<file path="config.mk">
export PLATFORM = sky130hd
export DESIGN_NAME = half_window_peak_midpoint_estimator_core
export DESIGN_NICKNAME = d
export VERILOG_FILES = /design/src/rtl/core/hwpm_pkg.sv /design/src/rtl/core/hwpm_front.sv /design/src/rtl/core/hwpm_queue.sv /design/src/rtl/core/hwpm_back.sv /design/src/rtl/core/half_window_peak_midpoint_estimator_core.sv
export VERILOG_INCLUDE_DIRS = /design/src /design/src/rtl/core
export SDC_FILE = /design/constraint.sdc
export NUM_CORES = 1
export LEC_CHECK = 0
export ABC_AREA = 1
export BUFFER_PORTS_ARGS = -buffer_cell sky130_fd_sc_hd__buf_2
export CAP_MARGIN = 40
export CELL_PAD_IN_SITES_DETAIL_PLACEMENT = 1
export CELL_PAD_IN_SITES_GLOBAL_PLACEMENT = 2
export CORE_MARGIN = 2
export CORE_UTILIZATION = 41
export CTS_BUF_LIST = sky130_fd_sc_hd__clkbuf_8
export DETAILED_ROUTE_END_ITERATION = 7
export GPL_TIMING_DRIVEN = 0
export HOLD_SLACK_MARGIN = 0.1
export PLACE_DENSITY_LB_ADDON = 0.1
export SYNTH_ARGS = -nofsm -noshare
export SYNTH_HDL_FRONTEND = slang
export SYNTH_HIERARCHICAL = 1
export SYNTH_SLANG_ARGS = --single-unit
</file>
<file path="constraint.sdc">
create_clock -name clk -period 10 [get_ports clk]
set_clock_uncertainty 0.1 [all_clocks]
set_input_delay 2.5 -clock clk [delete_from_list [all_inputs] [get_ports clk]]
set_output_delay 2.5 -clock clk [all_outputs]
set_load 0.03 [all_outputs]
</file>
<file path="src/rtl/core/assert_macros.svh">
// Assertion helpers shared by the RTL.
`ifndef ASSERT_MACROS_SVH
`define ASSERT_MACROS_SVH

// Same-cycle implication, sampled on clk, quiet during rst.
`define ASSERT_IMPL(label, ante, cons) \
  label: assert property (@(posedge clk) disable iff (rst) (ante) |-> (cons)) \
    else $error("assertion failed");

// Next-cycle implication, sampled on clk, quiet during rst.
`define ASSERT_NEXT(label, ante, cons) \
  label: assert property (@(posedge clk) disable iff (rst) (ante) |=> (cons)) \
    else $error("assertion failed");

`endif

</file>
<file path="src/rtl/core/hwpm_pkg.sv">
package hwpm_pkg;

  localparam int MAX_WINDOW  = 1024;
  localparam int SAMPLE_BITS = 12;
  localparam int POS_BITS    = $clog2(MAX_WINDOW);
  localparam int LEN_BITS    = POS_BITS + 1;
  localparam int CNT_BITS    = 2;
  localparam int MIN_WINDOW  = 2;
  localparam logic [LEN_BITS-1:0] LEN_RESET = LEN_BITS'(20);

  localparam int QUEUE_DEPTH = 2;
  localparam int QPTR_BITS   = (QUEUE_DEPTH > 1) ? $clog2(QUEUE_DEPTH) : 1;
  localparam int QCNT_BITS   = $clog2(QUEUE_DEPTH + 1);

  // Raw extremes of one finished window.
  typedef struct packed {
    logic [SAMPLE_BITS-1:0] max_a;
    logic [SAMPLE_BITS-1:0] max_b;
    logic [SAMPLE_BITS-1:0] min_a;
    logic [SAMPLE_BITS-1:0] min_b;
    logic [POS_BITS-1:0]    pos_max_a;
    logic [POS_BITS-1:0]    pos_max_b;
    logic [POS_BITS-1:0]    pos_min_a;
    logic [POS_BITS-1:0]    pos_min_b;
  } hwpm_rec_t;

  // One result item.
  typedef struct packed {
    logic [SAMPLE_BITS-1:0] first_max;
    logic [SAMPLE_BITS-1:0] second_max;
    logic [SAMPLE_BITS-1:0] first_min;
    logic [SAMPLE_BITS-1:0] second_min;
    logic [POS_BITS-1:0]    first_max_pos;
    logic [POS_BITS-1:0]    second_max_pos;
    logic [POS_BITS-1:0]    first_min_pos;
    logic [POS_BITS-1:0]    second_min_pos;
    logic [SAMPLE_BITS-1:0] swing;
    logic [SAMPLE_BITS-1:0] midpoint;
    logic [CNT_BITS-1:0]    peak_count;
    logic [CNT_BITS-1:0]    trough_count;
  } hwpm_res_t;

endpackage

</file>
<file path="src/rtl/core/hwpm_front.sv">
module hwpm_front import hwpm_pkg::*; (
  input  logic                   clk,
  input  logic                   rst,
  input  logic [LEN_BITS-1:0]    window_length,
  input  logic                   in_valid,
  output logic                   in_ready,
  input  logic [SAMPLE_BITS-1:0] sample,
  output logic                   rec_valid,
  input  logic                   rec_ready,
  output hwpm_rec_t              rec
);

  logic [POS_BITS-1:0] position;
  logic [POS_BITS-1:0] position_next;
  hwpm_rec_t           acc;
  hwpm_rec_t           acc_next;
  logic [LEN_BITS-1:0] len;
  logic [POS_BITS-1:0] half;
  logic                last;
  logic                accept;

  // Clamp the window length into its legal range.
  always_comb begin
    if (window_length < LEN_BITS'(MIN_WINDOW)) begin
      len = LEN_BITS'(MIN_WINDOW);
    end else if (window_length > LEN_BITS'(MAX_WINDOW)) begin
      len = LEN_BITS'(MAX_WINDOW);
    end else begin
      len = window_length;
    end
  end

  assign half      = POS_BITS'(len >> 1);
  assign last      = (LEN_BITS'(position) + LEN_BITS'(1)) >= len;
  assign in_ready  = !last || rec_ready;
  assign accept    = in_valid && in_ready;
  assign rec_valid = in_valid && last;
  assign rec       = acc_next;

  always_comb begin
    acc_next = acc;
    // Seed all four extremes on the first sample of a window.
    if (position == '0) begin
      acc_next.max_a     = sample;
      acc_next.max_b     = sample;
      acc_next.min_a     = sample;
      acc_next.min_b     = sample;
      acc_next.pos_max_a = '0;
      acc_next.pos_max_b = '0;
      acc_next.pos_min_a = '0;
      acc_next.pos_min_b = '0;
    end
    if (position <= half) begin
      if (sample > acc_next.max_a) begin
        acc_next.max_a     = sample;
        acc_next.pos_max_a = position;
      end
      if (sample < acc_next.min_a) begin
        acc_next.min_a     = sample;
        acc_next.pos_min_a = position;
      end
    end
    if (position >= half) begin
      if (sample > acc_next.max_b) begin
        acc_next.max_b     = sample;
        acc_next.pos_max_b = position;
      end
      if (sample < acc_next.min_b) begin
        acc_next.min_b     = sample;
        acc_next.pos_min_b = position;
      end
    end
    position_next = last ? '0 : position + POS_BITS'(1);
  end

  always_ff @(posedge clk) begin
    if (rst) begin
      position <= '0;
    end else if (accept) begin
      position <= position_next;
    end
  end

  always_ff @(posedge clk) begin
    if (accept) begin
      acc <= acc_next;
    end
  end

endmodule

</file>
<file path="src/rtl/core/hwpm_queue.sv">
module hwpm_queue import hwpm_pkg::*; (
  input  logic      clk,
  input  logic      rst,
  input  logic      push_valid,
  output logic      push_ready,
  input  hwpm_rec_t push_data,
  output logic      pop_valid,
  input  logic      pop_ready,
  output hwpm_rec_t pop_data
);

  hwpm_rec_t            entries [QUEUE_DEPTH];
  logic [QPTR_BITS-1:0] wr_ptr;
  logic [QPTR_BITS-1:0] rd_ptr;
  logic [QCNT_BITS-1:0] count;
  logic                 do_push;
  logic                 do_pop;

  assign push_ready = count != QCNT_BITS'(QUEUE_DEPTH);
  assign pop_valid  = count != '0;
  assign pop_data   = entries[rd_ptr];
  assign do_push    = push_valid && push_ready;
  assign do_pop     = pop_valid && pop_ready;

  always_ff @(posedge clk) begin
    if (rst) begin
      wr_ptr <= '0;
      rd_ptr <= '0;
      count  <= '0;
    end else begin
      if (do_push) begin
        wr_ptr <= (wr_ptr == QPTR_BITS'(QUEUE_DEPTH - 1)) ? '0 : wr_ptr + QPTR_BITS'(1);
      end
      if (do_pop) begin
        rd_ptr <= (rd_ptr == QPTR_BITS'(QUEUE_DEPTH - 1)) ? '0 : rd_ptr + QPTR_BITS'(1);
      end
      if (do_push && !do_pop) begin
        count <= count + QCNT_BITS'(1);
      end else if (do_pop && !do_push) begin
        count <= count - QCNT_BITS'(1);
      end
    end
  end

  always_ff @(posedge clk) begin
    if (do_push) begin
      entries[wr_ptr] <= push_data;
    end
  end

endmodule

</file>
<file path="src/rtl/core/hwpm_back.sv">
module hwpm_back import hwpm_pkg::*; (
  input  logic      clk,
  input  logic      rst,
  input  logic      rec_valid,
  output logic      rec_ready,
  input  hwpm_rec_t rec,
  output logic      out_valid,
  input  logic      out_ready,
  output hwpm_res_t res
);

  hwpm_res_t              res_next;
  logic [CNT_BITS-1:0]    peaks;
  logic [CNT_BITS-1:0]    troughs;
  logic                   max_case;
  logic                   min_case;
  logic [SAMPLE_BITS:0]   sum;
  logic [SAMPLE_BITS-1:0] hi;
  logic [SAMPLE_BITS-1:0] lo;
  logic [SAMPLE_BITS:0]   diff;
  logic [SAMPLE_BITS-1:0] swing;
  logic [SAMPLE_BITS-1:0] half_swing;

  assign rec_ready = !out_valid || out_ready;

  always_comb begin
    peaks   = CNT_BITS'(rec.max_a != '0)
            + CNT_BITS'((rec.max_b != '0) && (rec.pos_max_a != rec.pos_max_b));
    troughs = CNT_BITS'(rec.min_a != '0)
            + CNT_BITS'((rec.min_b != '0) && (rec.pos_min_a != rec.pos_min_b));
    max_case = (peaks == CNT_BITS'(2)) && (troughs == CNT_BITS'(1));
    min_case = (peaks == CNT_BITS'(1)) && (troughs == CNT_BITS'(2));

    // Average the pair that was found twice; the other side is the lone extreme.
    if (max_case) begin
      sum = {1'b0, rec.max_a} + {1'b0, rec.max_b};
      hi  = sum[SAMPLE_BITS:1];
      lo  = rec.min_a;
    end else begin
      sum = {1'b0, rec.min_a} + {1'b0, rec.min_b};
      hi  = rec.max_b;
      lo  = sum[SAMPLE_BITS:1];
    end
    diff       = {1'b0, hi} - {1'b0, lo};
    swing      = diff[SAMPLE_BITS] ? '0 : diff[SAMPLE_BITS-1:0];
    half_swing = swing >> 1;

    res_next.first_max      = rec.max_a;
    res_next.second_max     = rec.max_b;
    res_next.first_min      = rec.min_a;
    res_next.second_min     = rec.min_b;
    res_next.first_max_pos  = rec.pos_max_a;
    res_next.second_max_pos = rec.pos_max_b;
    res_next.first_min_pos  = rec.pos_min_a;
    res_next.second_min_pos = rec.pos_min_b;
    res_next.peak_count     = peaks;
    res_next.trough_count   = troughs;
    res_next.swing          = '0;
    res_next.midpoint       = '0;
    if (max_case || min_case) begin
      res_next.swing    = swing;
      res_next.midpoint = (half_swing != '0) ? half_swing + lo : '0;
    end
    // Drop the extreme that the chosen case does not use.
    if (max_case) begin
      res_next.second_min     = '0;
      res_next.second_min_pos = '0;
    end
    if (min_case) begin
      res_next.first_max     = '0;
      res_next.first_max_pos = '0;
    end
  end

  always_ff @(posedge clk) begin
    if (rst) begin
      out_valid <= 1'b0;
    end else if (rec_ready) begin
      out_valid <= rec_valid;
    end
  end

  always_ff @(posedge clk) begin
    if (rec_valid && rec_ready) begin
      res <= res_next;
    end
  end

endmodule

</file>
<file path="src/rtl/core/half_window_peak_midpoint_estimator_core.sv">
// Channel   Direction  Handshake            Payload
// config    in         cfg_we               cfg_data (window_length, 11 bits)
// samples   in         in_valid / in_ready  sample
// results   out        out_valid/out_ready  extremes, positions, swing, midpoint, counts
//
// One sample per cycle while in_ready is high; every sample is tracked by the front end.
// A window result leaves through the queue and then the back end's result register.
// A two-entry queue between front and back absorbs output stalls; in_ready drops only
// on a window's last sample while that queue is full.
// rst is synchronous, active high; it sets window_length to 20 and starts a new window.
`include "assert_macros.svh"

module half_window_peak_midpoint_estimator_core import hwpm_pkg::*; (
  input  logic                   clk,
  input  logic                   rst,
  input  logic                   cfg_we,
  input  logic [LEN_BITS-1:0]    cfg_data,
  input  logic                   in_valid,
  output logic                   in_ready,
  input  logic [SAMPLE_BITS-1:0] sample,
  output logic                   out_valid,
  input  logic                   out_ready,
  output logic [SAMPLE_BITS-1:0] first_max,
  output logic [SAMPLE_BITS-1:0] second_max,
  output logic [SAMPLE_BITS-1:0] first_min,
  output logic [SAMPLE_BITS-1:0] second_min,
  output logic [POS_BITS-1:0]    first_max_pos,
  output logic [POS_BITS-1:0]    second_max_pos,
  output logic [POS_BITS-1:0]    first_min_pos,
  output logic [POS_BITS-1:0]    second_min_pos,
  output logic [SAMPLE_BITS-1:0] swing,
  output logic [SAMPLE_BITS-1:0] midpoint,
  output logic [CNT_BITS-1:0]    peak_count,
  output logic [CNT_BITS-1:0]    trough_count
);

  logic [LEN_BITS-1:0] window_length;
  logic                push_valid;
  logic                push_ready;
  hwpm_rec_t           push_data;
  logic                pop_valid;
  logic                pop_ready;
  hwpm_rec_t           pop_data;
  hwpm_res_t           res;

  // Window length register; takes effect on the next sample.
  always_ff @(posedge clk) begin
    if (rst) begin
      window_length <= LEN_RESET;
    end else if (cfg_we) begin
      window_length <= cfg_data;
    end
  end

  // Front end: track running extremes, emit one record per window.
  hwpm_front u_front (
    .clk           (clk),
    .rst           (rst),
    .window_length (window_length),
    .in_valid      (in_valid),
    .in_ready      (in_ready),
    .sample        (sample),
    .rec_valid     (push_valid),
    .rec_ready     (push_ready),
    .rec           (push_data)
  );

  // Hold finished windows while the result side stalls.
  hwpm_queue u_queue (
    .clk        (clk),
    .rst        (rst),
    .push_valid (push_valid),
    .push_ready (push_ready),
    .push_data  (push_data),
    .pop_valid  (pop_valid),
    .pop_ready  (pop_ready),
    .pop_data   (pop_data)
  );

  // Back end: count extremes, derive swing and midpoint, register the result.
  hwpm_back u_back (
    .clk       (clk),
    .rst       (rst),
    .rec_valid (pop_valid),
    .rec_ready (pop_ready),
    .rec       (pop_data),
    .out_valid (out_valid),
    .out_ready (out_ready),
    .res       (res)
  );

  assign first_max      = res.first_max;
  assign second_max     = res.second_max;
  assign first_min      = res.first_min;
  assign second_min     = res.second_min;
  assign first_max_pos  = res.first_max_pos;
  assign second_max_pos = res.second_max_pos;
  assign first_min_pos  = res.first_min_pos;
  assign second_min_pos = res.second_min_pos;
  assign swing          = res.swing;
  assign midpoint       = res.midpoint;
  assign peak_count     = res.peak_count;
  assign trough_count   = res.trough_count;

  // Input stalls only when the queue cannot take a finished window.
  `ASSERT_IMPL(a_stall_only_full, !in_ready, !push_ready)
  // Counts never exceed two.
  `ASSERT_IMPL(a_count_range, out_valid,
               (peak_count != CNT_BITS'(3)) && (trough_count != CNT_BITS'(3)))
  // Maxima case reports no second minimum.
  `ASSERT_IMPL(a_max_case_zero,
               out_valid && (peak_count == CNT_BITS'(2)) && (trough_count == CNT_BITS'(1)),
               (second_min == '0) && (second_min_pos == '0))
  // A swing under two leaves no midpoint.
  `ASSERT_IMPL(a_small_swing, out_valid && (swing < SAMPLE_BITS'(2)), midpoint == '0)

endmodule

</file>
==> flow_summary.yaml, run 1 <==
setup_path:
  rr_worst_depth: 31
  slowest_delay_ps: 610
  cp_common_cell: "nand2_1"
  r2r-end: "u_back/res[15]"
  critPathArrivalTime_ps: 8880
  startpoint_type: "flip-flop"
  critPathCaptureType: "flip-flop"
  cp.required_ps: 10280
  crit_type: "reg2reg"
  crit_path_max_fanout: 10
  reg2reg_slack_ps: 1390
  crit_slowest_cell: "o21ai_0"
logic_synthesis:
  syn_area_um2: 21000
  ys_types: 50
  synth_seq_cells: 407
  yosysMostFrequentCell: "nand2_1"
  synth_common_cells: "nand2_1, edfxtp_1, inv_1, nor2_1, ha_1"
  yosys.area.top_type: "edfxtp_1"
  ys.flop_type: "edfxtp_1"
  yosysSeqAreaShare_pct: 57.0
  synth_edf_count: 380
  synth_nets: 2179
  synth_cells: 2029
  synthTopCellsByArea: "edfxtp_1, nand2_1, ha_1, inv_1, mux2_2"
  synth.avg_cell_area_um2: 10.3
  synth_top_area_share_pct: 54.4
  yosysWarnings: 6
  async_flop_share_pct: 0
sta:
  maxSlewHeadroom_pct: 48.9
  worstMarginPinSlew_ps: 756
  slew_violations: 0
  hold_viol: 0
  setup-violations-final: 0
  clock.fmax_mhz: 116
  min_period_over_period_pct: 86.1
  rsz0062_at_grt: "false"
  setup_ws_ps: 1390
  fin_crit_ps: 8610
cells_and_area:
  register_area_um2: 12000
  layout-drive-gt1-share_pct: 18.3
  nets: 2412
  fillers: 5668
  area_delta_synth_final_pct: 15.1
  multi_input_area_um2: 7640
floorplan:
  placementRows: 82
  die_h_um: 230
  coreArea_um2: 50400
  start_util_pct: 41.7
  die_area_um2: 53000
  io_pins: 146
  die_x_um: 230
power_and_ir_drop:
  power_mw: 7.31
  powerDensity_nw_per_um2: 303
  ir_drop_v: 0.000129
  power.leakage_nw: 10.5
clock_tree:
  cts.htree.levels: 3
  path_clk_slew_ps: 60
  worstSkewPairLatency_ps: 640
  ctsHoldBuffers: 0
  numCtsBuffers: 73
  cts_buffer_depth: 3
  tritoncts: "yes"
  cts_setup_buffers: 0
  cts_sinks: 407
  root_buffer: "clkbuf_8"
  cts-resized-gates: 0
drt:
  dr.pass1.iters: 5
  wl_um: 58200
  via_per_inst: 5.08
  drcViolationCount: 0
  detail-route-antenna-nets: 0
  initialDrtViolationCount: 757
  wire_per_inst_um: 19.5
  dr_total_vias: 15200
global_routing:
  antenna_found_initial: 1
  grt_overflow: 0
  grt_max_degree: 49
  grt_pass1_vias: 16100
  grtUsageTotal_pct: 22.3
  grt_pass1_wl_um: 90400
worst_hold_path:
  min_from: "window_length[0]"
  hold_class: "reg2reg"
  min_to: "window_length[0]"
  hold_depth: 2
flow_run:
  drv_cap: 0
placement:
  port_buffers: 145
  gp_congestion: 0.902
  hpwl_um: 43500
  pre_cts_ws_ps: 1330
run_status:
  status: "finished clean"
[power by group]
group	internal (mW)	switching, mW
registers	2.29	0.0739
logic	1.13	2.37
clock network	0.754	0.694
[final cells by class]
cell class                 count  share of cell area, %
antenna                        2                 0.0207
timing repair buffer         158                   4.03
sequential                   407                   49.5
buffer                        61                   1.60
clock buffer                  76                   4.33
tap                          672                   3.48
inverter                     276                   4.30
clock inverter                51                   1.13
multi-input combinational   1285                   31.6
[metrics by stage]
stage / utilization (%) / setup TNS, ps / instances / hold slack, ps / cell area [um2]
3_5_place_dp: 45.3 / 0 / 2859 / 374 / 22800
3_3_place_gp: 44.8 / -185290 / 2846 / 370 / 22600
2_1_floorplan: - / 0 / 2029 / 349 / 21000
6_report: 47.9 / 0 / 2988 / 379 / 24200
5_1_grt: 47.9 / 0 / 2988 / 414 / 24200
4_1_cts: 47.9 / 0 / 2986 / 387 / 24100
[worst max path at each step]
stage                       to  slack [ps]  cells past startpoint
4_1_cts         u_back/res[15]        1250                     31
6_report        u_back/res[15]        1390                     31
3_5_place_dp    u_back/res[15]        1330                     31
2_1_floorplan    u_back/res[0]        1170                      2
5_1_grt         u_back/res[15]         820                     31
3_3_place_gp   u_back/res[108]       -1630                      3
[layout by cell type (no fill, tap or decap), types with 18 or more instances in the layout]
master	instances
a21oi_1	105
buf_2	169
clkbuf_1	19
clkbuf_8	76
clkinv_1	23
dfxtp_1	27
edfxtp_1	380
ha_1	118
inv_1	283
mux2_2	68
mux2_4	20
nand2_1	417
nand3_1	107
nand4_1	19
nor2_1	180
nor3_1	18
o21ai_0	89
xor2_1	25
[worst max-delay path, delay by kind of cell, from the launching register on]
family	cells	cell delay, ps
buffers and inverters	9	2280
AOI/OAI and AO/OA	5	1890
and+or+nand+nor	11	1570
adders and majority gates	4	1550
muxes	1	420
DFF	1	320
xor gates and xnor gates	1	180
[flip-flops by register name, summed over array words and instances, names as in the netlist, named ones only]
name and cells:
u_back/out_valid 1, u_back/res 116, u_front/acc 88, u_front/position 10, u_queue/count 2, u_queue/entries 176, u_queue/rd_ptr 1, u_queue/wr_ptr 1
window_length 11
[cells by family (layout without fill, tap and decap cells)]
family / Yosys count / after routing / share of synthesized area, %
AND/OR/NAND/NOR: 802 / 802 / 16.2
flip-flops: 407 / 407 / 57.0
buffers and inverters: 337 / 622 / 6.78
AO/OA/AOI/OAI: 240 / 240 / 6.24
adder cells (fa/ha/maj): 122 / 122 / 7.42
multiplexers: 88 / 88 / 5.08
XOR/XNOR: 33 / 33 / 1.38
other: 0 / 2 / 0
[layer usage]
layer  up-vias  track usage (%)  wire (um)
met5         -                0          0
met4         0             7.38       1410
met3        81             3.24       1670
met2       220             41.2      30700
met1      7492             26.3      24500
li1       7379                -          -
No activity file was read; power rests on OpenSTA's default activity.
==> inputs of run 2 (changes only) <==
--- a/config.mk
+++ b/config.mk
@@ -15,10 +15,10 @@
 export CORE_UTILIZATION = 41
 export CTS_BUF_LIST = sky130_fd_sc_hd__clkbuf_8
 export DETAILED_ROUTE_END_ITERATION = 7
-export GPL_TIMING_DRIVEN = 0
 export HOLD_SLACK_MARGIN = 0.1
 export PLACE_DENSITY_LB_ADDON = 0.1
 export SYNTH_ARGS = -nofsm -noshare
 export SYNTH_HDL_FRONTEND = slang
 export SYNTH_HIERARCHICAL = 1
 export SYNTH_SLANG_ARGS = --single-unit
+export TNS_END_PERCENT = 10
==> flow_summary.yaml, run 2 (synthesis results as in run 1) <==
setup_path:
  cp.required_ps: 10280
  cp_num_buf_inv: 5
  crit_family: "compound AO/OA/AOI/OAI gates"
  reg2reg_slack_ps: 2920
  rr_worst_depth: 26
  critPathArrivalTime_ps: 7360
  slowest_delay_ps: 660
  startpoint_type: "flip-flop"
  cp_num_cells: 26
  crit_type: "reg2reg"
  crit_path_max_fanout: 32
  critPathCaptureType: "flip-flop"
  crit_slowest_cell: "nor4_1"
floorplan:
  placementRows: 82
  die_area_um2: 53000
  coreArea_um2: 50400
  die_h_um: 230
  start_util_pct: 41.7
  io_pins: 146
  die_x_um: 230
sta:
  worstMarginPinSlew_ps: 792
  clock.fmax_mhz: 141
  rsz0062_at_grt: "false"
  setup-violations-final: 0
  fin_crit_ps: 7080
  hold_viol: 0
  tns_ps: 0
  min_period_over_period_pct: 70.8
  slew_violations: 0
  maxSlewHeadroom_pct: 47.2
drt:
  wl_um: 58300
  drcViolationCount: 0
  initialDrtViolationCount: 891
  dr_total_vias: 15000
  detail-route-antenna-nets: 0
  via_per_inst: 5.09
  wire_per_inst_um: 19.8
  dr.pass1.iters: 5
run_status:
  status: "finished clean"
power_and_ir_drop:
  ir_drop_v: 0.000217
  power.internal_mw: 4.10
  netSwitchingFraction_pct: 43.5
  seqPwrFrac_pct: 33.1
  power.leakage_nw: 10.4
  powerDensity_nw_per_um2: 304
  clockPowerShare_pct: 19.6
  p_switching_mw: 3.15
  combPwrFrac_pct: 47.3
cells_and_area:
  largest_registers: "u_queue/entries: 176 flops, u_back/res: 116 flops, u_front/acc: 88 flops"
  fin_area_um2: 23800
  multi_input_area_um2: 7640
  layout_commonest_cell: "nand2_1"
  nets: 2361
  final_cell_mix: "nand2_1, edfxtp_1, inv_1"
  fin_util_pct: 47.3
  finalNonFillerCells: 2939
  layout-drive-gt1-share_pct: 17.4
  area_delta_synth_final_pct: 13.6
  largest_register: "u_queue/entries"
  register_area_um2: 12000
  largest_register_ff_count: 176
  fillers: 5609
placement:
  port_buffers: 145
  dpl_cell_area_um2: 22500
  hpwl_um: 42900
  dp.cells: 2808
  gp_congestion: 0.884
global_routing:
  grtUsageTotal_pct: 22.3
  antenna_found_initial: 0
  grt_pass1_vias: 16000
  grt_pass1_wl_um: 91100
  grt_overflow: 0
  grt_max_degree: 48
clock_tree:
  cts-resized-gates: 0
  ctsHoldBuffers: 0
  numCtsBuffers: 73
  cts.htree.levels: 3
  path_clk_slew_ps: 60
  tritoncts: "yes"
  cts_buffer_depth: 3
  cts_setup_buffers: 0
  worstSkewPairLatency_ps: 640
  root_buffer: "clkbuf_8"
  cts_sinks: 407
worst_hold_path:
  hold_depth: 2
  hold_class: "reg2reg"
flow_run:
  drv_cap: 0
## run 2: changes by cell type in the layout (fill, tap and decap cells not counted), sizes merged
cell      before  now
bufinv         2    1
inv          290  299
clkinv        29   26
clkbuf        95   76
buf          200  168
clkinvlp       6    3
## run 2: final timing paths
kind	from	endpoint
setup / recovery	flip-flop	u_back/res[13]
hold / removal	window_length[0]	window_length[0]
setup reg to reg	flip-flop	u_back/res[13]
hold reg to reg	window_length[0]	window_length[0]
## run 2: through the flow
| stage | hold slack, ps | power, mW | setup slack [ps] |
|---|---|---|---|
| final | 375 | 7.25 | 2920 |
| after global routing | 411 | 7.77 | 2330 |
| after global placement | 372 | 5.79 | 2050 |
| after floorplan | 349 | 4.94 | 1170 |
| after CTS | 381 | 7.34 | 2870 |
| after detailed placement | 372 | 5.88 | 2930 |
## run 2: power groups by stage
stage	clock network (mW)	logic, mW	registers [mW]
after global routing	1.55	3.80	2.43
after detailed placement	0	3.44	2.43
after floorplan	0	2.08	2.86
after global placement	0	3.33	2.46
after CTS	1.48	3.46	2.40
final	1.42	3.43	2.40
## run 2: cell type report
class / count / area share, %
multi-input combinational: 1285 / 32.1
clock buffer: 76 / 4.39
clock inverter: 53 / 1.10
sequential: 407 / 50.2
tap: 672 / 3.53
antenna: 2 / 0.0210
timing repair buffer: 168 / 4.40
inverter: 276 / 4.35
## run 2: layer usage
layer | part of all wire, % | up-vias | GRT usage [%]
li1 | - | 7261 | -
met3 | 4.2 | 100 | 3.68
met2 | 50 | 316 | 39.1
met4 | 3.4 | 0 | 9.31
met5 | 0 | - | 0
met1 | 42 | 7293 | 27.2
## run 2: worst min-delay path: cells and delay by family, from the launching register on
| family | cells | cell delay (ps) |
|---|---|---|
| flip-flops | 1 | 300 |
| AND/OR/NAND/NOR | 2 | 130 |
==> inputs of run 3 (changes only) <==
--- a/config.mk
+++ b/config.mk
@@ -12,7 +12,7 @@
 export CELL_PAD_IN_SITES_DETAIL_PLACEMENT = 1
 export CELL_PAD_IN_SITES_GLOBAL_PLACEMENT = 2
 export CORE_MARGIN = 2
-export CORE_UTILIZATION = 41
+export CORE_UTILIZATION = 37
 export CTS_BUF_LIST = sky130_fd_sc_hd__clkbuf_8
 export DETAILED_ROUTE_END_ITERATION = 7
 export HOLD_SLACK_MARGIN = 0.1
==> constraint.sdc (replaced) <==
create_clock -name clk -period 5.8 [get_ports clk]
set_clock_uncertainty 0.1 [all_clocks]
set_input_delay 1.45 -clock clk [delete_from_list [all_inputs] [get_ports clk]]
set_output_delay 1.45 -clock clk [all_outputs]
set_load 0.03 [all_outputs]
==> flow_summary.yaml, run 3 (synthesis results as in run 1) <==
floorplan:
  die_h_um: 242
  start_util_pct: 37.3
  coreArea_um2: 56300
  die_x_um: 242
  placementRows: 87
  die_area_um2: 58600
  io_pins: 146
placement:
  port_buffers: 145
  hpwl_um: 45000
  dp.cells: 3075
  gp_congestion: 0.871
drt:
  via_per_inst: 4.84
  dr.pass1.iters: 5
  dr_total_vias: 15600
  initialDrtViolationCount: 611
  detail-route-antenna-nets: 0
  drcViolationCount: 0
  wire_per_inst_um: 19.0
  wl_um: 61300
cells_and_area:
  layout_commonest_cell: "nand2_1"
  largest_register_ff_count: 176
  nets: 2557
  layout-drive-gt1-share_pct: 26.2
  area_delta_synth_final_pct: 22.9
  final_cell_mix: "nand2_1, edfxtp_1, inv_1"
  largest_register: "u_queue/entries"
  largest_registers: "u_queue/entries: 176 flops, u_back/res: 116 flops, u_front/acc: 88 flops"
  finalNonFillerCells: 3223
setup_path:
  crit_family: "simple AND/OR/NAND/NOR gates"
  cp-endpoint: "u_back/res[9]"
  startpoint_type: "flip-flop"
  reg2reg_slack_ps: 200
  slowest_delay_ps: 410
  cp.required_ps: 6100
  rr_worst_depth: 30
  cp_num_cells: 30
  critPathCaptureType: "flip-flop"
  crit_type: "reg2reg"
  crit_path_max_fanout: 8
  critPathArrivalTime_ps: 5900
  cp_num_buf_inv: 9
  crit_slowest_cell: "dfxtp_4"
  r2r-end: "u_back/res[9]"
sta:
  setup-violations-final: 0
  maxSlewHeadroom_pct: 44.2
  tns_ps: 0
  worstMarginPinSlew_ps: 834
  clock.fmax_mhz: 179
  min_period_over_period_pct: 96.5
  slew_violations: 0
  fin_crit_ps: 5600
  hold_viol: 0
power_and_ir_drop:
  powerDensity_nw_per_um2: 555
  power.leakage_nw: 11.4
  ir_drop_v: 0.000372
global_routing:
  grt_overflow: 0
  grt_max_degree: 69
  antenna_found_initial: 2
  grt_pass1_wl_um: 93600
  grtUsageTotal_pct: 20.6
  grt_pass1_vias: 16500
clock_tree:
  cts.htree.levels: 3
  tritoncts: "yes"
  path_clk_slew_ps: 50
  numCtsBuffers: 76
  worstSkewPairLatency_ps: 640
  root_buffer: "clkbuf_8"
  ctsHoldBuffers: 0
  cts_sinks: 407
  cts_buffer_depth: 3
flow_run:
  drv_cap: 0
run_status:
  status: "finished clean"
worst_hold_path:
  hold_class: "reg2reg"
## run 3: metrics by stage
stage          worst slack, ps  util [%]  total power, mW  hold WS [ps]  cell area, um2
6_report                   204      45.8             14.3           382           25800
5_1_grt                  -33.2      45.8             15.3           413           25800
4_1_cts                   6.55      45.2             14.1           385           25400
3_5_place_dp              -678      42.6             11.4           378           24000
3_3_place_gp              -606      42.5             11.3           368           23900
2_1_floorplan             -489         -             8.47           349           21000
## run 3: cell type report
type,instances,area (um2)
Fill cell,6354,30500
Sequential cell,407,12000
Multi-Input combinational cell,1286,7960
Timing Repair Buffer,360,2530
Clock buffer,80,1100
Inverter,276,1040
Tap cell,756,946
Clock inverter,57,260
Antenna cell,1,2.50
## run 3: repair_timing
| item | CTS | global route |
|---|---|---|
| endpoints found under the setup margin | 12 | 10 |
| pin swaps | 3 | 19 |
| gates cloned | 0 | 3 |
| hold endpoints to repair | 0 | 0 |
| resized for setup | 20 | 76 |
| buffers inserted | 1 | 6 |
## run 3: worst min path at each step
stage | endpoint | slack [ps] | cells after the start | start
after floorplan | window_length[0] | 350 | 2 | window_length[0]
after global placement | window_length[0] | 370 | 2 | window_length[0]
after detailed placement | window_length[0] | 380 | 2 | window_length[0]
after CTS | window_length[0] | 380 | 2 | window_length[0]
after global routing | window_length[0] | 410 | 2 | window_length[0]
final | window_length[0] | 380 | 2 | window_length[0]
## run 3: worst register-to-register path: cells and delay by family, from the launching register on
kind / cells / cell delay [ps]
compound gates: 1 / 140
simple gates: 14 / 2000
xor+xnor: 2 / 300
mux: 1 / 330
fa+ha+maj: 3 / 960
buf+inv: 9 / 1120
flops: 1 / 410
## run 3: layer usage
layer / track usage (%) / up-vias / routed length (um) / part of all wire [%]
met1: 24.0 / 7589 / 25200 / 41
met2: 37.9 / 264 / 32100 / 52
li1: - / 7659 / - / -
met5: 0 / - / 0 / 0
met4: 8.30 / 0 / 1960 / 3.2
met3: 3.21 / 93 / 2040 / 3.3
## run 3: power breakdown
part	internal (mW)	switching (mW)
logic	3.07	4.63
registers	3.95	0.137
clock network	1.28	1.24
